`src/hdl/sts_pkg.sv`:
```
// shared constants, types and codes for the triplet scatter-accumulate block
`timescale 1ns / 1ps
package sts_pkg;

    localparam int CMD_W    = 2;
    localparam int IDX_W    = 6;
    localparam int ADDEND_W = 32;
    localparam int VAL_W    = 40;
    localparam int STAT_W   = 2;
    localparam int CNT_W    = 7;
    localparam int APB_AW   = 3;
    localparam int APB_DW   = 32;

    localparam int DEF_MAX_ROWS    = 64;
    localparam int DEF_MAX_COLUMNS = 64;

    localparam logic [CNT_W-1:0] CNT_RESET = 7'd64;

    // command codes, code three behaves as a plain read
    localparam logic [CMD_W-1:0] CMD_ADD      = 2'd0;
    localparam logic [CMD_W-1:0] CMD_READ     = 2'd1;
    localparam logic [CMD_W-1:0] CMD_READ_CLR = 2'd2;

    localparam logic [STAT_W-1:0] STAT_OK      = 2'd0;
    localparam logic [STAT_W-1:0] STAT_ROW_OOR = 2'd1;
    localparam logic [STAT_W-1:0] STAT_COL_OOR = 2'd2;

    // register index taken from the word address bit
    localparam logic REG_ROW_COUNT    = 1'b0;
    localparam logic REG_COLUMN_COUNT = 1'b1;

    typedef struct packed {
        logic [CNT_W-1:0] row_count;
        logic [CNT_W-1:0] column_count;
    } t_cfg;

endpackage

```
`src/hdl/sts_cfg_regs.sv`:
```
// apb register file holding the row and column counts
`timescale 1ns / 1ps
module sts_cfg_regs (
    input  logic                        i_clk,
    input  logic                        i_rst_n,
    input  logic                        psel,
    input  logic                        penable,
    input  logic                        pwrite,
    input  logic [sts_pkg::APB_AW-1:0]  paddr,
    input  logic [sts_pkg::APB_DW-1:0]  pwdata,
    output logic [sts_pkg::APB_DW-1:0]  prdata,
    output logic                        pready,
    output sts_pkg::t_cfg               o_cfg
);
    import sts_pkg::*;

    logic [CNT_W-1:0] r_row_count;
    logic [CNT_W-1:0] r_column_count;
    logic             w_wr;

    assign pready = 1'b1;
    assign w_wr   = psel && penable && pwrite && pready;

    always_ff @(posedge i_clk) begin
        if (!i_rst_n) begin
            r_row_count    <= CNT_RESET;
            r_column_count <= CNT_RESET;
        end else if (w_wr) begin
            case (paddr[2])
                REG_ROW_COUNT:    r_row_count    <= pwdata[CNT_W-1:0];
                REG_COLUMN_COUNT: r_column_count <= pwdata[CNT_W-1:0];
                default: ;
            endcase
        end
    end

    always_comb begin
        case (paddr[2])
            REG_ROW_COUNT:    prdata = APB_DW'(r_row_count);
            REG_COLUMN_COUNT: prdata = APB_DW'(r_column_count);
            default:          prdata = '0;
        endcase
    end

    assign o_cfg.row_count    = r_row_count;
    assign o_cfg.column_count = r_column_count;

endmodule

```
`config.mk`:
```
export PLATFORM = sky130hd
export DESIGN_NAME = sts_cfg_regs
export DESIGN_NICKNAME = d
export VERILOG_FILES = /design/src/hdl/sts_pkg.sv /design/src/hdl/sts_cfg_regs.sv
export SDC_FILE = /design/constraint.sdc
export NUM_CORES = 1
export LEC_CHECK = 0
export ABC_AREA = 1
export BUFFER_PORTS_ARGS = -buffer_cell sky130_fd_sc_hd__buf_2
export CAP_MARGIN = 40
export CORE_ASPECT_RATIO = 1.2
export CORE_UTILIZATION = 32
export CTS_CLUSTER_SIZE = 40
export DETAILED_ROUTE_END_ITERATION = 10
export PLACE_DENSITY_LB_ADDON = 0.12
export SLEW_MARGIN = 10
export SYNTH_ARGS = -nofsm -noshare
export SYNTH_HDL_FRONTEND = slang
export SYNTH_SLANG_ARGS = --single-unit
```
`constraint.sdc`:
```
create_clock -name i_clk -period 0.8 [get_ports i_clk]
set_input_delay 0.04 -clock i_clk [delete_from_list [all_inputs] [get_ports i_clk]]
set_output_delay 0.04 -clock i_clk [all_outputs]
set_load 0.005 [all_outputs]
```
After elaboration in Yosys (flattened, before gate mapping)

Cells that the tools add are included.
W data, S select, Z words.

Flip-flop bits (word level): 14
Input bits: 40
Output and inout port bits: 47
Logic and storage cells: 8

Muxes and demuxes: 1
Bitwise operators: 1
Reductions and logical operators: 4

Operators by type and width:

| kind                | number |
|---|---|
| $pmux W32 S2        | 1 |
| $reduce_and A2 Y1   | 2 |
| $logic_and A1 B1 Y1 | 2 |
| $not A1 Y1          | 1 |

Depth between registers and ports, before layout

Depth after elaboration: 3
Depth in mapped cells: 6
Mapped depth without buffers: 5

Least setup slack after synthesis

No wires, ideal clock.

Kind: input-to-reg
From: input paddr[2] (netlist name)
To: register r_row_count[6]
Library setup time: 0.125 ns
Arrival time: 0.530 ns
Setup slack: 0.145 ns
Stages: 4
Path buffers: 2
Cells stage by stage: buf_6 > buf_2 > o21ai_0 > nand3_1

Cells in the longest elaborated chain, start to end: 2

Ends and longest elaborated chain:

| what                               | line               | source |
|---|---|---|
| start, declared                    | sts_cfg_regs.sv:9  | `input logic [sts_pkg::APB_AW-1:0] paddr,` |
| $not A1 Y1                         | -                  |  |
| $reduce_and A2 Y1 (no source line) | -                  |  |
| end signal, assigned               | sts_cfg_regs.sv:30 | `REG_ROW_COUNT: r_row_count <= pwdata[CNT_W-1:0];` |
| end, declared                      | sts_cfg_regs.sv:17 | `logic [CNT_W-1:0] r_row_count;` |

No other way between the ends.
A chain may end at the register's enable or synchronous reset.

Final worst setup path

From: register r_row_count[5]
To: output o_cfg[12] (netlist name)

RTL lines:

| what          | line               | source |
|---|---|---|
| end, declared | sts_cfg_regs.sv:13 | `output sts_pkg::t_cfg o_cfg` |

No word-level cell between the ends.

==> flow_summary.yaml <==
outcome:
  status: "complete, but fails checks"
  violations: "negative setup slack"
clocking:
  cts_buffers: 3
  cts_tree: "yes"
  insertion_delay_ps: 280
  root_buffer: "clkbuf_4"
  htreeDepth: 1
  clockBufferDepth: 2
  cts_sinks: 14
  clk_pin_slew_worst_paths_ps: 90
worst_setup_path:
  end_kind: "output port"
  cp_max_fo: 2
  start_kind: "register"
  worstPathRequired_ps: 760
  worstSetupPathType: "reg -> out"
  cp.arrival_ps: 840
flow_run:
  drv_cap: 0
logic_synthesis:
  synth.distinct_cells: 16
  synth_cells: 135
  synthTopCellsByArea: "dfxtp_1 31%, buf_4 23%, nand2_1 15%, nor2_1 10%, nand3_1 7.8%"
  synthXorXnorAreaFrac_pct: 0
  synth_fa_ha_area_share_pct: 0
  netlist.area_leader.share_pct: 31.2
  synth-compound-area-share_pct: 1.11
  synthMuxAreaShare_pct: 0
  yosys.area.top_type: "dfxtp_1"
  syn_area_um2: 900
  ys_warn_count: 0
  yosys.area_share.simple_pct: 37.1
  syn_area_per_cell_um2: 6.66
  synth_top_family_by_area: "simple AND/OR/NAND/NOR gates"
  ys_seq_elements: 14
  yosysSeqAreaShare_pct: 31.2
power:
  p_int_mw: 1.11
  switching_share_pct: 27.0
  leakage_nw: 0.603
  combinationalPowerShare_pct: 17.3
  ir_worst_vdd_mv: 0.724
  p_sw_mw: 0.409
  pwr-share-seq_pct: 48.8
  powerDensity_mw_per_mm2: 1410
  p_clk_share_pct: 33.9
die:
  fp.dieH_um: 60.1
  die_area_mm2: 0.00303
  die_w_um: 50.4
  initial_utilization_pct: 34.6
  row_count: 20
  core_area_mm2: 0.00260
  ioPinCount: 87
layout:
  multiInputGateArea_um2: 442
  nFillCells: 309
  antenna_cells: 0
  fin_util_pct: 41.3
  final-seq-area_um2: 298
  drive_above_1_share_pct: 35.9
  nNetsFinal: 211
  syn2layout_area_growth_pct: 19.3
  final_cell_area_mm2: 0.00107
drt:
  routed_wl_um: 1780
  wl_per_cell_um: 8.78
  drt_pass1_iterations: 3
  initialDrtViolationCount: 8
  ant_nets: 0
  vias: 821
  routed_via_density: 4.04
  drc_errors: 0
grt:
  grt_first_pass_wirelength_um: 2850
  antenna_found_initial: 0
  grt_overflow: 0
  grtUsageTotal_pct: 12.8
  grt_max_degree: 16
  grt_pass1_vias: 693
sta:
  fmax_mhz: 1140
  finalSetupViolCount: 8
  fin_skew_ps: 0
  period_share_pct: 110
  slew_viol_final: 0
  rsz0062_at_grt: "yes"
  layout_setup_ws_ps: -78.5
  timing_hold_violations_final: 0
  fin_crit_ps: 879
place:
  globalplace.congestion: 0.683
  dp_hpwl_um: 1370
  port_buffers: 33
  place_area_um2: 996
min_path:
  hold_class: "in -> reg"
-- stage by stage --
step / hold WS, ps / instances / TNS (ps) / power (mW) / worst slack (ps)
after floorplan: 161 / 159 / 0 / 1.01 / 145
after global placement: 271 / 197 / 0 / 1.01 / 3.92
final: 75.6 / 203 / -543 / 1.52 / -78.5
after global routing: 70.5 / 203 / -1160 / 1.62 / -144
after CTS: 69.0 / 202 / -557 / 1.52 / -84.8
after detailed placement: 275 / 197 / 0 / 1.01 / 11.4
-- flip-flops by register name, summed over array words and instances (netlist names) --
register and count:
r_column_count 7, r_row_count 7
-- area by class of cell --
type / count / area share [%]
tap: 33 / 3.85
sequential: 14 / 27.7
clock buffer: 4 / 3.38
inverter: 8 / 3.03
timing repair buffer: 38 / 20.9
multi-input combinational: 106 / 41.1
-- cells in the mapped netlist --
master,n
buf_2,2
buf_4,27
buf_6,2
conb_1,2
dfxtp_1,14
inv_1,6
inv_2,1
inv_4,1
nand2_1,36
nand3_1,14
nand3_2,1
nor2_1,24
nor2_2,1
nor2_4,2
o21ai_0,1
o21ai_1,1
-- layout by cell type, fill, tap and decap left out --
cell type,synthesis,routed
nand2_1,36,36
buf_2,2,32
conb_1,2,26
nor2_1,24,24
nand3_1,14,14
dfxtp_2,0,14
inv_1,6,6
clkbuf_4,0,3
buf_4,27,3
nor2_4,2,2
inv_4,1,1
nand3_2,1,1
inv_2,1,1
nor2_2,1,1
o21ai_0,1,1
o21ai_1,1,1
clkbuf_8,0,1
dlygate4sd3_1,0,1
buf_6,2,1
buf_12,0,1
-- metal layers --
| metal | wire length, um | vias up | GRT usage, % |
|---|---|---|---|
| met2 | 849 | 40 | 21.7 |
| met4 | 26 | 0 | 9.13 |
| met5 | 0 | - | 0 |
| met3 | 120 | 4 | 3.05 |
| met1 | 786 | 349 | 13.9 |
| li1 | - | 428 | - |
-- timing repair --
| item | CTS | global route |
|---|---|---|
| pin swaps | 0 | 2 |
| gates resized for setup | 14 | 1 |
| hold buffers | 1 | 0 |
| hold endpoints to repair | 2 | 0 |
| setup endpoints to repair | 16 | 20 |
| buffers inserted | 0 | 1 |
-- kinds of logic after synthesis --
| logic type | after synthesis |
|---|---|
| AO/OA/AOI/OAI | 2 |
| buffers and inverters | 39 |
| flip-flops | 14 |
| other | 2 |
| AND/OR/NAND/NOR | 78 |
-- final timing paths --
check | slack (ps) | cells after the start | to | startpoint
max | -80 | 2 | o_cfg[12] | r_row_count[5]$_SDFFE_PN0P_
max reg2reg | 110 | 3 | r_row_count[5]$_SDFFE_PN0P_ | r_row_count[5]$_SDFFE_PN0P_
min | 80 | 2 | r_column_count[6]$_SDFFE_PN1P_ | i_rst_n
min reg2reg | 480 | 2 | r_column_count[6]$_SDFFE_PN1P_ | r_column_count[6]$_SDFFE_PN1P_
-- critical path, stage by stage, from the launching register on --
cell and delay, ps:
dfxtp_2 330, buf_4 130, buf_6 100
-- power groups by stage --
stage               logic [mW]  registers, mW  clock network [mW]
CTS                      0.258          0.742               0.521
global placement         0.253          0.754                   0
global route             0.307          0.745               0.567
finish                   0.262          0.741               0.514
floorplan                0.249          0.756                   0
detailed placement       0.254          0.754                   0
Note: power is estimated with default switching activity, not from simulation.
