### config.mk
export PLATFORM = sky130hd
export DESIGN_NAME = sts_rmw_flat
export DESIGN_NICKNAME = d
export VERILOG_FILES = /design/src/hdl/sts_pkg.sv /design/src/hdl/sts_if.sv /design/src/hdl/sts_rmw.sv /design/src/flat_wrapper.sv
export SDC_FILE = /design/constraint.sdc
export NUM_CORES = 1
export LEC_CHECK = 0
export BUFFER_PORTS_ARGS = -buffer_cell sky130_fd_sc_hd__buf_4
export CAP_MARGIN = 25
export CORE_MARGIN = 10
export CORE_UTILIZATION = 45
export CTS_CLUSTER_SIZE = 28
export DETAILED_ROUTE_END_ITERATION = 10
export PLACE_DENSITY = 0.76
export SETUP_SLACK_MARGIN = 0.5
export SYNTH_ARGS = -nofsm -noshare
export SYNTH_HDL_FRONTEND = slang
export SYNTH_SLANG_ARGS = --single-unit
### constraint.sdc
create_clock -name i_clk -period 4.8 [get_ports i_clk]
set_input_delay 0.48 -clock i_clk [delete_from_list [all_inputs] [get_ports i_clk]]
set_output_delay 0.48 -clock i_clk [all_outputs]
set_load 0.1 [all_outputs]
### src/hdl/sts_pkg.sv
// shared constants, types and codes for the triplet scatter-accumulate block
`timescale 1ns / 1ps
package sts_pkg;

    localparam int CMD_W    = 2;
    localparam int IDX_W    = 6;
    localparam int ADDEND_W = 32;
    localparam int VAL_W    = 40;
    localparam int STAT_W   = 2;
    localparam int CNT_W    = 7;
    localparam int APB_AW   = 3;
    localparam int APB_DW   = 32;

    localparam int DEF_MAX_ROWS    = 64;
    localparam int DEF_MAX_COLUMNS = 64;

    localparam logic [CNT_W-1:0] CNT_RESET = 7'd64;

    // command codes, code three behaves as a plain read
    localparam logic [CMD_W-1:0] CMD_ADD      = 2'd0;
    localparam logic [CMD_W-1:0] CMD_READ     = 2'd1;
    localparam logic [CMD_W-1:0] CMD_READ_CLR = 2'd2;

    localparam logic [STAT_W-1:0] STAT_OK      = 2'd0;
    localparam logic [STAT_W-1:0] STAT_ROW_OOR = 2'd1;
    localparam logic [STAT_W-1:0] STAT_COL_OOR = 2'd2;

    // register index taken from the word address bit
    localparam logic REG_ROW_COUNT    = 1'b0;
    localparam logic REG_COLUMN_COUNT = 1'b1;

    typedef struct packed {
        logic [CNT_W-1:0] row_count;
        logic [CNT_W-1:0] column_count;
    } t_cfg;

endpackage

### src/hdl/sts_if.sv
// command and response channel interfaces
`timescale 1ns / 1ps
interface sts_cmd_if;
    import sts_pkg::*;

    logic                       valid;
    logic                       ready;
    logic [CMD_W-1:0]           cmd;
    logic [IDX_W-1:0]           row_index;
    logic [IDX_W-1:0]           column_index;
    logic signed [ADDEND_W-1:0] addend;

    modport source (output valid, cmd, row_index, column_index, addend, input ready);
    modport sink   (input valid, cmd, row_index, column_index, addend, output ready);
endinterface

interface sts_rsp_if;
    import sts_pkg::*;

    logic                    valid;
    logic                    ready;
    logic signed [VAL_W-1:0] entry_value;
    logic [STAT_W-1:0]       status;

    modport source (output valid, entry_value, status, input ready);
    modport sink   (input valid, entry_value, status, output ready);
endinterface

### src/hdl/sts_rmw.sv
// read-modify-write pipeline with forwarding, clear sweep and output register
`timescale 1ns / 1ps
module sts_rmw #(
    parameter int MAX_ROWS    = sts_pkg::DEF_MAX_ROWS,
    parameter int MAX_COLUMNS = sts_pkg::DEF_MAX_COLUMNS,
    parameter int DEPTH       = MAX_ROWS * MAX_COLUMNS,
    parameter int ADDR_W      = (DEPTH > 1) ? $clog2(DEPTH) : 1
) (
    input  logic                       i_clk,
    input  logic                       i_rst_n,
    input  sts_pkg::t_cfg              i_cfg,
    sts_cmd_if.sink                    i_cmd,
    sts_rsp_if.source                  o_rsp,
    output logic                       o_ram_we,
    output logic [ADDR_W-1:0]          o_ram_waddr,
    output logic [sts_pkg::VAL_W-1:0]  o_ram_wdata,
    output logic                       o_ram_re,
    output logic [ADDR_W-1:0]          o_ram_raddr,
    input  logic [sts_pkg::VAL_W-1:0]  i_ram_rdata
);
    import sts_pkg::*;

    localparam int LIN_W = IDX_W + CNT_W + 1;
    localparam logic [VAL_W-1:0] VAL_MAX = {1'b0, {(VAL_W-1){1'b1}}};
    localparam logic [VAL_W-1:0] VAL_MIN = {1'b1, {(VAL_W-1){1'b0}}};

    // clear sweep
    logic              r_clearing;
    logic [ADDR_W-1:0] r_clr_addr;

    // stage one: entry being read
    logic                r_s1_valid;
    logic [CMD_W-1:0]    r_s1_cmd;
    logic [STAT_W-1:0]   r_s1_stat;
    logic [ADDR_W-1:0]   r_s1_addr;
    logic [ADDEND_W-1:0] r_s1_addend;

    // last write, forwarded to a read issued at the same edge
    logic              r_fwd_valid;
    logic [ADDR_W-1:0] r_fwd_addr;
    logic [VAL_W-1:0]  r_fwd_data;

    // output register
    logic              r_out_valid;
    logic [VAL_W-1:0]  r_out_value;
    logic [STAT_W-1:0] r_out_stat;

    logic [CNT_W-1:0]  w_nr;
    logic [CNT_W-1:0]  w_nc;
    logic              w_in_acc;
    logic              w_s1_adv;
    logic [STAT_W-1:0] w_in_stat;
    logic [LIN_W-1:0]  w_lin;
    logic [VAL_W-1:0]  w_old;
    logic [VAL_W:0]    w_sum;
    logic [VAL_W-1:0]  w_sat;
    logic              w_s1_wr;
    logic [VAL_W-1:0]  n_out_value;
    logic [VAL_W-1:0]  n_wr_data;

    assign w_nr = (32'(i_cfg.row_count) > MAX_ROWS) ? CNT_W'(MAX_ROWS) : i_cfg.row_count;
    assign w_nc = (32'(i_cfg.column_count) > MAX_COLUMNS) ?
                  CNT_W'(MAX_COLUMNS) : i_cfg.column_count;

    assign w_s1_adv    = r_s1_valid && (!r_out_valid || o_rsp.ready);
    assign i_cmd.ready = !r_clearing && (!r_s1_valid || w_s1_adv);
    assign w_in_acc    = i_cmd.valid && i_cmd.ready;

    // row check wins over column check
    always_comb begin
        if ({1'b0, i_cmd.row_index} >= w_nr) begin
            w_in_stat = STAT_ROW_OOR;
        end else if ({1'b0, i_cmd.column_index} >= w_nc) begin
            w_in_stat = STAT_COL_OOR;
        end else begin
            w_in_stat = STAT_OK;
        end
    end

    // column-major linear address
    assign w_lin = LIN_W'(i_cmd.row_index) + LIN_W'(i_cmd.column_index) * LIN_W'(w_nr);

    assign o_ram_re    = w_in_acc;
    assign o_ram_raddr = ADDR_W'(w_lin);

    assign w_old = (r_fwd_valid && (r_fwd_addr == r_s1_addr)) ? r_fwd_data : i_ram_rdata;
    assign w_sum = {w_old[VAL_W-1], w_old} +
                   {{(VAL_W+1-ADDEND_W){r_s1_addend[ADDEND_W-1]}}, r_s1_addend};

    always_comb begin
        if (w_sum[VAL_W] != w_sum[VAL_W-1]) begin
            w_sat = w_sum[VAL_W] ? VAL_MIN : VAL_MAX;
        end else begin
            w_sat = w_sum[VAL_W-1:0];
        end
    end

    always_comb begin
        w_s1_wr     = 1'b0;
        n_wr_data   = '0;
        n_out_value = w_old;
        if (r_s1_stat != STAT_OK) begin
            n_out_value = '0;
        end else begin
            case (r_s1_cmd)
                CMD_ADD: begin
                    w_s1_wr     = w_s1_adv;
                    n_wr_data   = w_sat;
                    n_out_value = w_sat;
                end
                CMD_READ_CLR: begin
                    w_s1_wr   = w_s1_adv;
                    n_wr_data = '0;
                end
                CMD_READ: ;
                default: ;
            endcase
        end
    end

    always_comb begin
        if (r_clearing) begin
            o_ram_we    = 1'b1;
            o_ram_waddr = r_clr_addr;
            o_ram_wdata = '0;
        end else begin
            o_ram_we    = w_s1_wr;
            o_ram_waddr = r_s1_addr;
            o_ram_wdata = n_wr_data;
        end
    end

    always_ff @(posedge i_clk) begin
        if (!i_rst_n) begin
            r_clearing  <= 1'b1;
            r_clr_addr  <= '0;
            r_s1_valid  <= 1'b0;
            r_fwd_valid <= 1'b0;
            r_out_valid <= 1'b0;
        end else begin
            if (r_clearing) begin
                r_clr_addr <= r_clr_addr + 1'b1;
                if (r_clr_addr == ADDR_W'(DEPTH - 1)) begin
                    r_clearing <= 1'b0;
                end
            end
            if (w_in_acc) begin
                r_s1_valid <= 1'b1;
            end else if (w_s1_adv) begin
                r_s1_valid <= 1'b0;
            end
            if (w_s1_wr) begin
                r_fwd_valid <= 1'b1;
            end
            if (w_s1_adv) begin
                r_out_valid <= 1'b1;
            end else if (o_rsp.ready) begin
                r_out_valid <= 1'b0;
            end
        end
    end

    always_ff @(posedge i_clk) begin
        if (w_in_acc) begin
            r_s1_cmd    <= i_cmd.cmd;
            r_s1_stat   <= w_in_stat;
            r_s1_addr   <= ADDR_W'(w_lin);
            r_s1_addend <= i_cmd.addend;
        end
        if (w_s1_wr) begin
            r_fwd_addr <= r_s1_addr;
            r_fwd_data <= n_wr_data;
        end
        if (w_s1_adv) begin
            r_out_value <= n_out_value;
            r_out_stat  <= r_s1_stat;
        end
    end

    assign o_rsp.valid       = r_out_valid;
    assign o_rsp.entry_value = r_out_value;
    assign o_rsp.status      = r_out_stat;

    a_clear_idle: assert property (@(posedge i_clk) disable iff (!i_rst_n)
        r_clearing |-> (!r_s1_valid && !r_out_valid))
        else $error("item in flight during clear sweep");

    a_oor_zero: assert property (@(posedge i_clk) disable iff (!i_rst_n)
        (r_out_valid && (r_out_stat != STAT_OK)) |-> (r_out_value == '0))
        else $error("flagged result carries a nonzero value");

    a_write_src: assert property (@(posedge i_clk) disable iff (!i_rst_n)
        o_ram_we |-> (r_clearing || w_s1_adv))
        else $error("store written without a retiring item");

    a_stall_hold: assert property (@(posedge i_clk) disable iff (!i_rst_n)
        (r_s1_valid && !w_s1_adv) |=> $stable(i_ram_rdata))
        else $error("read data lost while stage one is stalled");

endmodule

### src/flat_wrapper.sv
// flat-port wrapper written by rule: the top's interface ports become plain ports
module sts_rmw_flat import sts_pkg::*;
#(
    parameter int MAX_ROWS    = sts_pkg::DEF_MAX_ROWS,
    parameter int MAX_COLUMNS = sts_pkg::DEF_MAX_COLUMNS,
    parameter int DEPTH       = MAX_ROWS * MAX_COLUMNS,
    parameter int ADDR_W      = (DEPTH > 1) ? $clog2(DEPTH) : 1
)
  (i_clk, i_rst_n, i_cfg, o_ram_we, o_ram_waddr, o_ram_wdata, o_ram_re, o_ram_raddr, i_ram_rdata, i_cmd_valid, i_cmd_cmd, i_cmd_row_index, i_cmd_column_index, i_cmd_addend, i_cmd_ready, o_rsp_valid, o_rsp_entry_value, o_rsp_status, o_rsp_ready);
  sts_cmd_if i_cmd_i ();
  sts_rsp_if o_rsp_i ();
  input  logic i_clk;
  input  logic i_rst_n;
  input  sts_pkg::t_cfg i_cfg;
  output logic o_ram_we;
  output logic [ADDR_W-1:0] o_ram_waddr;
  output logic [sts_pkg::VAL_W-1:0] o_ram_wdata;
  output logic o_ram_re;
  output logic [ADDR_W-1:0] o_ram_raddr;
  input  logic [sts_pkg::VAL_W-1:0] i_ram_rdata;
  input wire logic [$bits(i_cmd_i.valid)-1:0] i_cmd_valid;
  input wire logic [$bits(i_cmd_i.cmd)-1:0] i_cmd_cmd;
  input wire logic [$bits(i_cmd_i.row_index)-1:0] i_cmd_row_index;
  input wire logic [$bits(i_cmd_i.column_index)-1:0] i_cmd_column_index;
  input wire logic [$bits(i_cmd_i.addend)-1:0] i_cmd_addend;
  output wire logic [$bits(i_cmd_i.ready)-1:0] i_cmd_ready;
  output wire logic [$bits(o_rsp_i.valid)-1:0] o_rsp_valid;
  output wire logic [$bits(o_rsp_i.entry_value)-1:0] o_rsp_entry_value;
  output wire logic [$bits(o_rsp_i.status)-1:0] o_rsp_status;
  input wire logic [$bits(o_rsp_i.ready)-1:0] o_rsp_ready;
  assign i_cmd_i.valid = i_cmd_valid;
  assign i_cmd_i.cmd = i_cmd_cmd;
  assign i_cmd_i.row_index = i_cmd_row_index;
  assign i_cmd_i.column_index = i_cmd_column_index;
  assign i_cmd_i.addend = i_cmd_addend;
  assign i_cmd_ready = i_cmd_i.ready;
  assign o_rsp_valid = o_rsp_i.valid;
  assign o_rsp_entry_value = o_rsp_i.entry_value;
  assign o_rsp_status = o_rsp_i.status;
  assign o_rsp_i.ready = o_rsp_ready;
  sts_rmw #(.MAX_ROWS(MAX_ROWS), .MAX_COLUMNS(MAX_COLUMNS), .DEPTH(DEPTH), .ADDR_W(ADDR_W)) u_core (.i_clk(i_clk), .i_rst_n(i_rst_n), .i_cfg(i_cfg), .i_cmd(i_cmd_i), .o_rsp(o_rsp_i), .o_ram_we(o_ram_we), .o_ram_waddr(o_ram_waddr), .o_ram_wdata(o_ram_wdata), .o_ram_re(o_ram_re), .o_ram_raddr(o_ram_raddr), .i_ram_rdata(i_ram_rdata));
endmodule
# Word level (Yosys, flattened, before mapping)
# Cells that the tools add are included.
# word_totals
memories	0
out_inout_bits	110
reg_bits	158
mem_bits_ro	0
inputBits	104
latchBits	0
ram_bits	0
# classes
n_mux	20
n_div	0
eq_ne	4
n_shift	0
n_mul	1
add_sub_neg	3
reduce_logical	14
bitwise	0
magnitude_cmp	4
# op_table
cell	n
40-bit 2-to-1 mux	7
40-bit by 32-bit adder with 41-bit output	1
6-bit by 7-bit >= comparator with 1-bit output	2
7-bit > comparator, second input constant	2
7-bit 2-to-1 mux	2
12-bit by 1-bit adder with 12-bit output, second input constant	1
6-bit by 12-bit adder with 12-bit output	1
12-bit equality test	1
12-bit equality test, second input constant	1
6-bit by 7-bit multiplier with 12-bit output	1
12-bit 2-to-1 mux	1
1-bit 2-to-1 mux	9
2-bit nonzero test	3
1-bit logical AND	4
1-bit zero test	3
2-bit equality test, second input constant	1
2-bit zero test	1
1-bit logical OR	2
2-bit 2-to-1 mux	1
2-bit OR reduction	1
1-bit inequality test	1

# Depth between registers and ports, before layout
# depth
ltp_word	9
ltp_mapped	20
depth_no_buf	19

# Worst setup path after synthesis
# No wires, ideal clock.
# synth_timing
path_type	register -> output
from	register u_core.r_s1_addr[0]
to	output port o_ram_wdata[35] (netlist name)
path_slack_ps	-1587
path_stages_with_launch	18
t_required_ps	4320
arrival_time_ps	5907
cell_sequence	edfxtp_1 -> xor2_1 -> nor4_1 -> nand3_1 -> nor3_1 -> clkbuf_1 -> mux2_2 -> ha_1 -> buf_2 -> and4_1 -> and3_1 -> a32o_1 -> nor2_1 -> o21ai_0 -> a221oi_1 -> xnor2_1 -> a21oi_1 -> nor3_1
# synth_via
elab_chain_cells	9
elab_cells_between_ends	10
cone_classes	1 x add/sub; 2 x eq/ne; 6 x mux; 1 x reduce/logical
# synth_rtl
item	line	source
from (decl)	sts_rmw.sv:35	logic [ADDR_W-1:0] r_s1_addr;
from (signal assigned)	sts_rmw.sv:167	r_s1_addr <= ADDR_W'(w_lin);
12-bit equality test (*)	sts_rmw.sv:86	assign w_old = (r_fwd_valid && (r_fwd_addr == r_s1_addr)) ? r_fwd_data : i_ram_rdata;
1-bit logical AND (*)	sts_rmw.sv:86	
40-bit 2-to-1 mux (*)	sts_rmw.sv:86	
40-bit by 32-bit adder with 41-bit output (*)	sts_rmw.sv:87	assign w_sum = {w_old[VAL_W-1], w_old} +
40-bit 2-to-1 mux or 1-bit inequality test (tied branches)	sts_rmw.sv:92, sts_rmw.sv:91	
40-bit 2-to-1 mux (*)	sts_rmw.sv:91	if (w_sum[VAL_W] != w_sum[VAL_W-1]) begin
40-bit 2-to-1 mux (*)	sts_rmw.sv:105	case (r_s1_cmd)
40-bit 2-to-1 mux (*)	sts_rmw.sv:102	if (r_s1_stat != STAT_OK) begin
40-bit 2-to-1 mux (*)	sts_rmw.sv:122	if (r_clearing) begin
to (decl)	flat_wrapper.sv:17	output logic [sts_pkg::VAL_W-1:0] o_ram_wdata;
# Every way passes the cells marked *; elsewhere a longest branch is shown, timed or not.

# Worst setup path in the final report
# layout_timing
from	register u_core.r_s1_addr[11]
to	output port o_ram_wdata[35] (netlist name)
# The elaborated chain is that of the path after synthesis.

==> results by group <==
Route
  – Drt total wl: 43000 um
  – Met3 WL post-DR: 3640 um
  – Drt drc: 0
  – Metal2 WL: 21100 um
  – Vias: 10600
  – Post-route ant nets: 0
  – DR iter-0 viols: 917
  – DR WL/cell: 22.6 um
  – DR pass1 iterations: 5
  – Highest Signal Layer: met4
  – Vias per cell: 5.60
  – Metal-1 WL: 16700 um

Yosys
  – Cell accounting for the most synthesized area: edfxtp_1
  – Synth Flop Type: edfxtp_1
  – Leading post-synthesis cells by cell area: edfxtp_1 (39%), ha_1 (9.6%), mux2_2 (5.4%), fa_1 (4.4%), nand2_1 (4.4%)
  – Synth cell count leaders: edfxtp_1 (142), nand2_1 (127), ha_1 (84)
  – Most numerous cell in the Yosys netlist: edfxtp_1
  – Mean post-synth cell area: 10.1 um2
  – Register area share after synthesis: 41.9%
  – Synth top area share: 39.0%
  – Post-synthesis net count: 1291
  – Synth cell types: 65
  – Cells after Synth: 1079
  – YS warnings: 0
  – Cell Area, Synth: 10900 um2
  – FF+latch count, synth: 158
  – Asr flop ratio synth: 0%
  – Post-synth EDFFs: 142

Timing
  – Final hold viol count: 0
  – Crit path time final: 5.52 ns
  – Slew headroom: 43.8%
  – RSZ-0062 raised after global routing: true
  – Clock Skew: 0.0181 ns
  – Slew @ Worst Pin: 0.842 ns
  – Max-slew violation count: 0
  – Setup violators final: 52
  – Fmax: 181 MHz
  – Final period utilization: 115%
  – Post-route setup slack: -0.717 ns

Clocking
  – CTS tree: done
  – Depth of the CTS H-tree: 4
  – Max clock buf depth: 2
  – CTS Buf Count: 17
  – Clk slew on worst S/H paths: 0.08 ns
  – Clock Latency Late Sink: 0.44 ns
  – CTS sink count: 158
  – Root cell of the clock tree: clkbuf_16

Worst setup path
  – Worst path cell trace: xor2_1 -> nor4_2 -> nand3_1 -> nor3_4 -> buf_12 -> buf_6 -> buf_16 -> buf_8 -> mux2_4 -> ha_4 -> a21oi_2 -> o22ai_1 -> o21a_1 -> o211ai_1 -> and2_4 -> buf_6 -> a21boi_4 -> buf_4 -> a21oi_4 -> buf_4 -> a21oi_2 -> nor3_4 -> buf_12
  – Slowest CP cell: edfxtp_1
  – Worst path max stage delay: 0.41 ns
  – Top Family by Delay on Critical Path: buffers and inverters
  – Startpoint Class: flip-flop
  – CP max FO: 6
  – Kind of critical path: flip-flop to output pin
  – CP endpoint kind: output pin
  – Critical path buffer and inverter count: 8
  – Worst Path Required: 4.32 ns
  – WP data arrival: 5.04 ns

Placement
  – Post-place instance area: 15700 um2
  – Count of input and output buffers: 213
  – HPWL after detailed placement: 30500 um
  – GPL Wtd Cong: 0.990

Status
  – Failing checks: negative setup slack
  – Status: complete, but fails checks

Floorplan
  – Core area: 23700 um2
  – Initial core utilization: 46.2%
  – DIE HEIGHT: 176 um
  – Num ports: 214
  – Die Area: 30900 um2
  – FP Rows: 56
  – Die X: 176 um

Pwr
  – PD cells: 254 nW/um2
  – Power, Total: 4.65 mW
  – Leak pwr: 7.69 nW
  – Peak supply drop: 0.000525 V

Global route
  – Congestion Overflow GR: 0
  – Vias in the first global route: 11200
  – Largest net degree at the start of global routing: 43
  – Global-route wire length before repair: 65700 um
  – Initial antenna violation count: 0
  – Global Route Usage Sum: 27.4%

Layout
  – Number of nets in the layout: 1781
  – Design Area, Final: 18300 um2
  – Layout area overhead: 67.3%
  – Proportion of layout cells with a drive suffix above 1: 52.1%
  – N_diodes: 0

Hold path
  – Min-Delay Path Class: input port to flip-flop

Job
  – Max_cap viols: 0
[registers in the layout, indices dropped and copies added, names as in the netlist, 2 cells and up]
register                  flops
u_core.o_rsp.entry_value     40
u_core.o_rsp.status           2
u_core.r_clr_addr            12
u_core.r_fwd_addr            12
u_core.r_fwd_data            40
u_core.r_s1_addend           32
u_core.r_s1_addr             12
u_core.r_s1_cmd               2
u_core.r_s1_stat              2
[final cells by class]
type,count,area (um2)
Clock buffer,18,429
Clock inverter,14,153
Fill cell,1514,5390
Inverter,64,240
Multi-Input combinational cell,823,7770
Sequential cell,158,4590
Tap cell,319,399
Timing Repair Buffer,505,4720
[power by group]
part	internal (mW)	switching, mW
clock	0.736	0.644
combinational	0.776	0.992
sequential	1.50	0.00310
[timing repair]
action / in CTS / in global routing
gates resized for setup: 293 / 20
hold buffers: 0 / 0
gates cloned: 6 / 0
setup buffers: 40 / 20
pin swaps: 77 / 37
endpoints found under the setup margin: 126 / 129
endpoints found under the hold margin: 0 / 0
[metal layers]
| metal | vias to the layer above | global-route usage, % |
|---|---|---|
| li1 | 4852 | - |
| met5 | - | 0 |
| met4 | 0 | 9.86 |
| met1 | 5126 | 32.8 |
| met2 | 566 | 47.4 |
| met3 | 96 | 5.90 |
[per-stage QoR]
step | TNS [ns] | cells | util, % | setup WS (ns) | hold slack, ns
global route | -47.14 | 1901 | 77.3 | -0.960 | 0.202
CTS | -24.18 | 1881 | 76.1 | -0.712 | 0.209
detailed placement | -7.01 | 1803 | 66.2 | -0.285 | 0.487
floorplan | -1.12 | 1079 | - | -0.257 | 0.441
finish | -26.03 | 1901 | 77.3 | -0.717 | 0.212
global placement | -5.03 | 1803 | 66.2 | -0.261 | 0.465
[placed cells by master (no fill, tap or decap), drive strengths merged, types with 3 or more instances in the layout]
cell type	instances
clkinv	5
or2	3
a21oi	83
nand2b	19
maj3	14
nor4	3
or3	9
nor2b	15
ha	84
o211ai	15
xor2	23
a2111oi	3
a211oi	3
and4	4
clkbuf	18
nand2	127
edfxtp	142
o21ai	52
nand3	19
a21o	19
a21boi	4
nor2	78
fa	24
and2	39
nor3	14
dfxtp	16
xnor2	46
nand4	10
buf	504
inv	70
a31oi	4
mux2	52
o21a	12
and3	7
o21bai	9
[path summary, 6_finish.rpt]
check                                  startpoint                                         end  slack (ns)  cells after the start
setup / recovery   u_core.r_s1_addr[11]$_DFFE_PP_                             o_ram_wdata[35]       -0.72                     23
hold / removal                   i_cmd_addend[31]            u_core.r_s1_addend[31]$_DFFE_PP_        0.21                      1
setup reg to reg   u_core.r_s1_addr[11]$_DFFE_PP_  u_core.o_rsp.entry_value[21]$_SDFFCE_PP0P_       -0.15                     23
hold reg to reg   u_core.r_fwd_valid$_SDFFE_PN0P_             u_core.r_fwd_valid$_SDFFE_PN0P_        0.52                      1
[cell families (layout without fill, tap and decap cells)]
kind of cell,count (synthesis),in the layout,share of synthesized area [%]
adder cells (fa/ha/maj),122,122,15.3
multiplexers,54,54,5.54
AND/OR/NAND/NOR,350,352,15.2
buffers and inverters,100,601,3.63
flip-flops,158,158,41.9
XOR/XNOR,69,69,5.53
AO/OA/AOI/OAI,226,226,12.9
Note: power is estimated with default switching activity, not from simulation.
